File: config.mk
export PLATFORM = sky130hd
export DESIGN_NAME = fbba_ctrl
export DESIGN_NICKNAME = d
export VERILOG_FILES = /design/src/hdl/fbba_pkg.sv /design/src/hdl/fbba_ctrl.sv
export SDC_FILE = /design/constraint.sdc
export NUM_CORES = 1
export LEC_CHECK = 0
export BUFFER_PORTS_ARGS = -buffer_cell sky130_fd_sc_hd__buf_4
export CAP_MARGIN = 20
export CORE_AREA = 2 2 39 41
export CTS_CLUSTER_DIAMETER = 120
export DETAILED_ROUTE_END_ITERATION = 7
export DIE_AREA = 0 0 41 43
export HOLD_SLACK_MARGIN = 0.12
export SLEW_MARGIN = 10
export SYNTH_ARGS = -nofsm -noshare
export SYNTH_HDL_FRONTEND = slang
export SYNTH_SLANG_ARGS = --single-unit
File: constraint.sdc
create_clock -name clk -period 1.45 [get_ports clk]
set_input_delay 0.435 -clock clk [delete_from_list [all_inputs] [get_ports clk]]
set_output_delay 0.435 -clock clk [all_outputs]
set_load 0.05 [all_outputs]
File: src/hdl/fbba_pkg.sv
// Shared types and constants for the free block bitmap allocator.
// No dependencies; used by the controller, datapath, top level and checker.
package fbba_pkg;

  localparam int IDX_W   = 12;   // block index field width
  localparam int CMD_W   = 2;    // command field width
  localparam int WORD_W  = 64;   // bitmap word width
  localparam int BIT_W   = 6;    // bit position within a word

  localparam int NUM_ENTRIES_DEF    = 4096;
  localparam int RESERVED_COUNT_DEF = 25;

  // command codes
  localparam logic [CMD_W-1:0] CMD_FIND      = 2'd0;
  localparam logic [CMD_W-1:0] CMD_MARK_USED = 2'd1;
  localparam logic [CMD_W-1:0] CMD_MARK_FREE = 2'd2;

  // controller -> datapath
  typedef struct packed {
    logic latch_in;   // capture command and index
    logic scan_clr;   // word pointer back to zero
    logic scan_rd;    // read word at pointer, advance pointer
    logic init_wr;    // write reset word at pointer, advance pointer
    logic mark_rd;    // read word holding the latched index
    logic mark_wr;    // write back modified word
    logic emit_hit;   // result: free block found
    logic emit_miss;  // result: map full
    logic emit_echo;  // result: echo index
  } ctl_t;

  // datapath -> controller
  typedef struct packed {
    logic             addr_last;  // pointer at last word
    logic             hit;        // read word has a free bit
    logic             tag_last;   // read word is the last word
    logic             idx_ok;     // latched index is inside the map
    logic [CMD_W-1:0] cmd;        // latched command
  } sts_t;

endpackage

File: src/hdl/fbba_ctrl.sv
// Controller FSM of the free block bitmap allocator.
// Depends on fbba_pkg (ctl_t, sts_t, command codes).
module fbba_ctrl (
  input  logic                      clk,
  input  logic                      rst_n,
  input  logic                      start,
  input  logic [fbba_pkg::CMD_W-1:0] in_cmd,
  input  fbba_pkg::sts_t            sts,
  output fbba_pkg::ctl_t            ctl,
  output logic                      busy
);

  typedef enum logic [2:0] {
    S_INIT,
    S_IDLE,
    S_FIND,
    S_MARK_RD,
    S_MARK_WR
  } state_t;

  state_t state_r, state_nxt;
  logic   busy_r;
  logic   pend_r;   // scan read data valid this cycle

  always_comb begin
    ctl       = '0;
    state_nxt = state_r;
    case (state_r)
      S_INIT: begin
        ctl.init_wr = 1'b1;
        if (sts.addr_last) begin
          state_nxt = S_IDLE;
        end
      end
      S_IDLE: begin
        if (start) begin
          ctl.latch_in = 1'b1;
          ctl.scan_clr = 1'b1;
          state_nxt    = (in_cmd == fbba_pkg::CMD_FIND) ? S_FIND : S_MARK_RD;
        end
      end
      S_FIND: begin
        ctl.scan_rd = 1'b1;
        if (pend_r && sts.hit) begin
          ctl.emit_hit = 1'b1;
          state_nxt    = S_IDLE;
        end else if (pend_r && sts.tag_last) begin
          ctl.emit_miss = 1'b1;
          state_nxt     = S_IDLE;
        end
      end
      S_MARK_RD: begin
        ctl.mark_rd = 1'b1;
        state_nxt   = S_MARK_WR;
      end
      S_MARK_WR: begin
        ctl.mark_wr   = sts.idx_ok && ((sts.cmd == fbba_pkg::CMD_MARK_USED) ||
                                       (sts.cmd == fbba_pkg::CMD_MARK_FREE));
        ctl.emit_echo = 1'b1;
        state_nxt     = S_IDLE;
      end
      default: begin
        state_nxt = S_INIT;
      end
    endcase
  end

  always_ff @(posedge clk) begin
    if (!rst_n) begin
      state_r <= S_INIT;
      busy_r  <= 1'b1;
      pend_r  <= 1'b0;
    end else begin
      state_r <= state_nxt;
      busy_r  <= (state_nxt != S_IDLE);
      pend_r  <= (state_r == S_FIND) && (state_nxt == S_FIND);
    end
  end

  assign busy = busy_r;

endmodule

Word-level counts from Yosys, hierarchy flattened. Index checks and enable logic that the tools add are counted.

Equality and inequality tests: 8. Multiplexer cells: 17. Reduce and logical (&&, ||, !) cells: 7.

Operators by type and width (count): one-hot mux 3 bit (5 select lines) (1); 2-to-1 mux 3 bit (4); equality test 3 x 2 -> 1 bit, second input constant (3); 2-to-1 mux 1 bit (9); 2-to-1 mux 2 bit (3); logical AND 1 bit (4); equality test 3 x 1 -> 1 bit, second input constant (1); equality test 3 bit, second input constant (1); logical NOT 3 bit (1); != test 3 x 1 -> 1 bit, second input constant (1); equality test 2 x 1 -> 1 bit, second input constant (1); equality test 2 bit, second input constant (1); logical NOT 2 bit (1); logical OR 1 bit (1).

Flip-flop bits (word level): 5. Bits of input ports: 11. Output and inout port bits: 10. Logic and storage cells: 35.

Depth between registers and ports, before layout. Gate-level depths: netlist (run 1).

Depth in word-level cells: 6. Depth in mapped cells: 4. Depth with buffers taken out: 4.

Least setup slack after synthesis (run 1). No wires, ideal clock.

Kind: reg-to-output. From: register state_r[2]. To: output port ctl[3] (netlist name). Arrival: 2224 ps. Data required time: 1015 ps. Setup slack: -1209 ps. Stages on the path, launching flop included: 3. Path buffers: 0. Cells stage by stage: dfxtp_1 -> nor3b_1 -> and3_1.

RTL lines: start: declaration (line fbba_ctrl.sv:21) `state_t state_r, state_nxt;`; start signal: assignment (line fbba_ctrl.sv:74) `state_r <= state_nxt;`; end: declaration (line fbba_ctrl.sv:9) `output fbba_pkg::ctl_t ctl,`.

==> flow_summary.json, run 1 <==
{
  "drt_pass1_iterations": 2,
  "clk_path_buf_depth": 2,
  "tightest_slew_ns": 0.501,
  "placed_area_um2": 515,
  "pin_count": 21,
  "grt_max_degree": 7,
  "fin_crit_sh_pct": 129,
  "cp_max_fo": 3,
  "reg2reg_to": "busy",
  "crit_end": "ctl[1]",
  "critical_path_class": "flop to output port",
  "reg2reg_depth": 9,
  "drv_slew": 0,
  "drc": 0,
  "yosysWarnings": 0,
  "p_leak_nw": 0.348,
  "antenna_found_initial": 0,
  "maxSlewHeadroom_pct": 66.2,
  "hold_buffers": 0,
  "yosysSeqAreaShare_pct": 37.0,
  "drt-total-wl_mm": 1.04,
  "ir_drop_mv": 0.287,
  "initial_core_util_pct": 19.5,
  "reg2reg_from": "state_r[1]",
  "nNetsFinal": 82,
  "hold_violations": 0,
  "antenna_cells": 0,
  "clock_tree.root_cell": "clkbuf_4",
  "drt_iter0_drc": 3,
  "cts_htree_levels": 1,
  "synthToLayoutAreaGrowth_pct": 169,
  "fin_area_um2": 727,
  "start_kind": "flop",
  "dr_wl_met3_um": 45,
  "cts.clk_slew.worst_paths_ns": 0.04,
  "power_density_nw_per_um2": 736,
  "cp_data_required_time_ns": 1.02,
  "setup_ws_ns": -0.426,
  "dp_hpwl_um": 644,
  "via_per_inst": 4.40,
  "postSynthCellCount": 30,
  "maxCapViolations": 0,
  "drive_gt1_share_pct": 77.1,
  "gp_congestion": 0.746,
  "row_count": 14,
  "overflow": 0,
  "cts_sinks": 5,
  "tritoncts": "built",
  "fin_crit_ns": 1.88,
  "port_buffers": 20,
  "cts-buffers-inserted": 3,
  "fp.dieW_um": 41,
  "dr_wl_met2_um": 600,
  "core_um2": 1380,
  "endpoint_kind": "output port",
  "dieArea_um2": 1760,
  "finalSetupTns_ns": -3.39,
  "reg2reg_slack_ns": -0.40,
  "grt_usage_pct": 13.6,
  "setup_viol": 12,
  "synth_area_um2": 270,
  "grt_first_pass_wirelength_mm": 1.52,
  "rsz0062_at_grt": "yes",
  "synth_cell_types": 19,
  "die-height_um": 43,
  "clock_latency_ns": 0.24,
  "max_freq_mhz": 533,
  "route.vias.total": 378,
  "ys_ff_latch": 5,
  "grt_pass1_vias": 367,
  "violations": "setup timing",
  "status": "complete, but fails checks",
  "met1_length_um": 390,
  "hold_depth": 2,
  "min_from": "rst_n",
  "fillers": 122,
  "top_layer": "met3",
  "synthesis.nets": 41,
  "startpoint": "state_r[2]",
  "postSynthAreaPerCell_um2": 9.01,
  "cp.arrival_ns": 1.44,
  "finalClockSkew_ns": 0.000446,
  "routedWlPerCell_um": 12.0,
  "antenna_left": 0,
  "hp-class": "input port to flop"
}
[routing by layer]
metal  vias up  track usage [%]
met5         -                0
met4         0             10.0
met3         0             3.66
met2        10             21.3
met1       177             14.5
li1        191                -
[synthesized netlist by cell type, drive strengths merged]
cell	n	area (µm²)
inv	3	11.3
nor3	1	5.00
or3b	1	8.76
dfxtp	5	100
and2	1	7.51
nor2	3	11.3
a2111o	1	11.3
nor3b	1	7.51
and4bb	1	12.5
o21ai	1	5.00
o311ai	1	8.76
buf	1	7.51
and3b	1	8.76
a21oi	2	10.0
o32a	1	10.0
and4b	1	10.0
a21o	1	7.51
and3	3	18.8
xor2	1	8.76
[layout make-up]
type | count | area (µm²) | share of cell area, %
timing repair buffer | 37 | 364 | 50.1
multi-input combinational | 21 | 195 | 26.9
sequential | 5 | 106 | 14.6
clock buffer | 4 | 26.3 | 3.61
tap | 16 | 20.0 | 2.75
inverter | 3 | 15.0 | 2.07
[critical path: stages, from the launching register on]
cell        delay, ns
dfxtp_2          0.32
or3b_4           0.41
clkinvlp_4       0.09
and4b_4          0.23
buf_8            0.14
[sequential cells by signal, summed over array words and instances (netlist names)]
| register | cells |
|---|---|
| pend_r | 1 |
| busy | 1 |
| state_r | 3 |
[metrics by stage]
stage | util (%) | power [mW] | setup WS (ns) | hold slack, ns | instances
after floorplan | - | 0.253 | -0.366 | 0.555 | 30
after global placement | 37.3 | 0.315 | -0.180 | 0.673 | 71
after detailed placement | 37.3 | 0.316 | -0.206 | 0.669 | 71
after CTS | 49.5 | 0.521 | -0.410 | 0.417 | 83
after global routing | 52.5 | 0.566 | -0.474 | 0.416 | 86
final | 52.5 | 0.535 | -0.426 | 0.422 | 86
[logic make-up after synthesis]
| group | after synthesis | share of synthesized area [%] |
|---|---|---|
| buf+inv | 4 | 6.95 |
| simple gates | 13 | 33.3 |
| flops | 5 | 37.0 |
| compound gates | 7 | 19.4 |
| xor+xnor | 1 | 3.24 |
[cell usage in the layout (no fill, tap or decap), types with 2 or more instances in the layout]
cell       n
buf_8      7
dfxtp_2    2
inv_1      2
buf_4     21
dfxtp_1    2
clkbuf_4   3
nor2_1     3
buf_6      9
[worst min path at each step]
stage                     slack, ns          to
after CTS                      0.42  state_r[2]
after global placement         0.67  state_r[2]
after floorplan                0.56  state_r[0]
final                          0.42  state_r[2]
after global routing           0.42  state_r[2]
after detailed placement       0.67  state_r[2]
[what timing repair did]
item | CTS | global route
buffers inserted | 8 | 3
endpoints found under the setup margin | 10 | 12
gates resized for setup | 22 | 6
pin swaps | 5 | 4
[where the power goes]
part           internal [mW]  switching, mW  leakage [nW]
clock                  0.104         0.0581        0.0150
combinational          0.112          0.107         0.290
sequential             0.148        0.00575        0.0425
total                  0.364          0.171         0.348
Note: power is estimated with default switching activity, not from simulation.
==> run 2, diff against run 1 <==
SKIP_LAST_GASP = 1   (was unset)
==> run 2 against run 1 <==
Against the previous run: the run still ends with setup timing left; register-to-register slack lost 0.02 ns; sequential power barely moved; sequential cell count is the same; largest power group unchanged; highest routed layer unchanged.
==> flow_summary.json, run 2 (same netlist as run 1, synthesis figures left out) <==
{
  "status": "complete, but fails checks",
  "violations": "setup timing",
  "cts_sinks": 5,
  "core_um2": 1380,
  "maxCapViolations": 0,
  "finalClockSkew_ns": 0.000946,
  "grtUsageMet2_pct": 20.6,
  "critical_path_class": "flop to output port",
  "clock_latency_ns": 0.24,
  "p_leak_nw": 0.343,
  "cts_htree_levels": 1,
  "setup_viol": 12,
  "maxSlewHeadroom_pct": 66.2,
  "ir_drop_mv": 0.289,
  "hold_buffers": 0,
  "grt_pass1_vias": 358,
  "clk_path_buf_depth": 2,
  "largest_reg_flops": 3,
  "fin_crit_ns": 1.88,
  "cts-buffers-inserted": 3,
  "overflow": 0,
  "nNetsFinal": 81,
  "hold_violations": 0,
  "tritoncts": "built",
  "power_density_nw_per_um2": 745,
  "grt_usage_pct": 13.3,
  "layout_common_cells": "buf_4 (21), buf_6 (8), buf_8 (7), nor2_1 (3), clkbuf_4 (3)",
  "tightest_slew_ns": 0.501,
  "route.vias.total": 374,
  "die-height_um": 43,
  "drt_iter0_drc": 4,
  "rsz0062_at_grt": "yes",
  "final_common_cell": "buf_4",
  "gr-usage-met3_pct": 3.66,
  "routedWlPerCell_um": 11.9,
  "hp-class": "input port to flop",
  "row_count": 14,
  "max_freq_mhz": 533,
  "gp_congestion": 0.746,
  "use_met1_pct": 14.2,
  "synthToLayoutAreaGrowth_pct": 165,
  "pre_cts_ws_ns": -0.206,
  "endpoint_kind": "output port",
  "whs_ns": 0.418,
  "initial_core_util_pct": 19.5,
  "grt_max_degree": 7,
  "regMostFlops": "state_r",
  "cts.clk_slew.worst_paths_ns": 0.04,
  "cp_max_fo": 3,
  "dieArea_um2": 1760,
  "via_per_inst": 4.40,
  "cp.arrival_ns": 1.44,
  "clock_tree.root_cell": "clkbuf_4",
  "port_buffers": 20,
  "fp.dieW_um": 41,
  "antenna_cells": 0,
  "antenna_found_initial": 0,
  "dp_hpwl_um": 644,
  "fin_crit_sh_pct": 129,
  "fillers": 125,
  "grt_first_pass_wirelength_mm": 1.48,
  "drt_pass1_iterations": 2,
  "grt_most_used_layer": "met2",
  "reg2reg_slack_ns": -0.42,
  "drive_gt1_share_pct": 76.8,
  "drc": 0,
  "antenna_left": 0,
  "drt-total-wl_mm": 1.01,
  "setup_ws_ns": -0.426,
  "cp_data_required_time_ns": 1.02,
  "drv_slew": 0,
  "start_kind": "flop",
  "pin_count": 21
}
-- run 2: final cells by class --
cell class              count  area (µm²)  area share (%)
clock buffers               4        26.3            3.67
inverters                   3        15.0            2.10
multi-input cells          21         195            27.3
repair buffers             36         353            49.3
well taps                  16        20.0            2.80
flip-flops and latches      5         106            14.9
-- run 2: path summary, 6_finish.rpt --
kind / from / end / cells past startpoint
worst max register to register: state_r[1] / busy / 9
worst min register to register: state_r[0] / state_r[0] / 3
worst max-delay path: state_r[2] / ctl[1] / 4
worst min-delay path: rst_n / state_r[2] / 2
-- run 2: worst max-delay path: stages, from the launching register on --
cell        delay, ns
dfxtp_2          0.32
or3b_4           0.41
clkinvlp_4       0.09
and4b_4          0.23
buf_8            0.14
-- run 2: routing by layer --
layer	share of wire [%]	vias up
li1	-	188
met1	39	174
met2	56	12
met3	5.1	0
met4	0	0
met5	0	-
-- run 2: timing repair --
action,CTS,global route
gates resized for setup,20,7
pin swaps,5,4
setup endpoints to repair,10,12
buffers inserted,8,2
-- run 2: power breakdown --
part | total [mW] | internal (mW) | leakage (nW) | switching [mW]
Sequential | 0.154 | 0.148 | 0.0425 | 0.00557
Combinational | 0.215 | 0.109 | 0.285 | 0.106
Clock | 0.164 | 0.104 | 0.0150 | 0.0602
-- run 2: stage by stage --
stage	utilization (%)	area, µm²	power [mW]	setup TNS (ns)	instances
2_1_floorplan	-	308	0.253	-1.31	30
3_5_place_dp	37.3	515	0.316	-0.483	71
6_report	51.7	716	0.533	-3.46	85
3_3_place_gp	37.3	515	0.315	-0.431	71
4_1_cts	48.9	677	0.519	-2.73	83
5_1_grt	51.7	716	0.561	-3.99	85
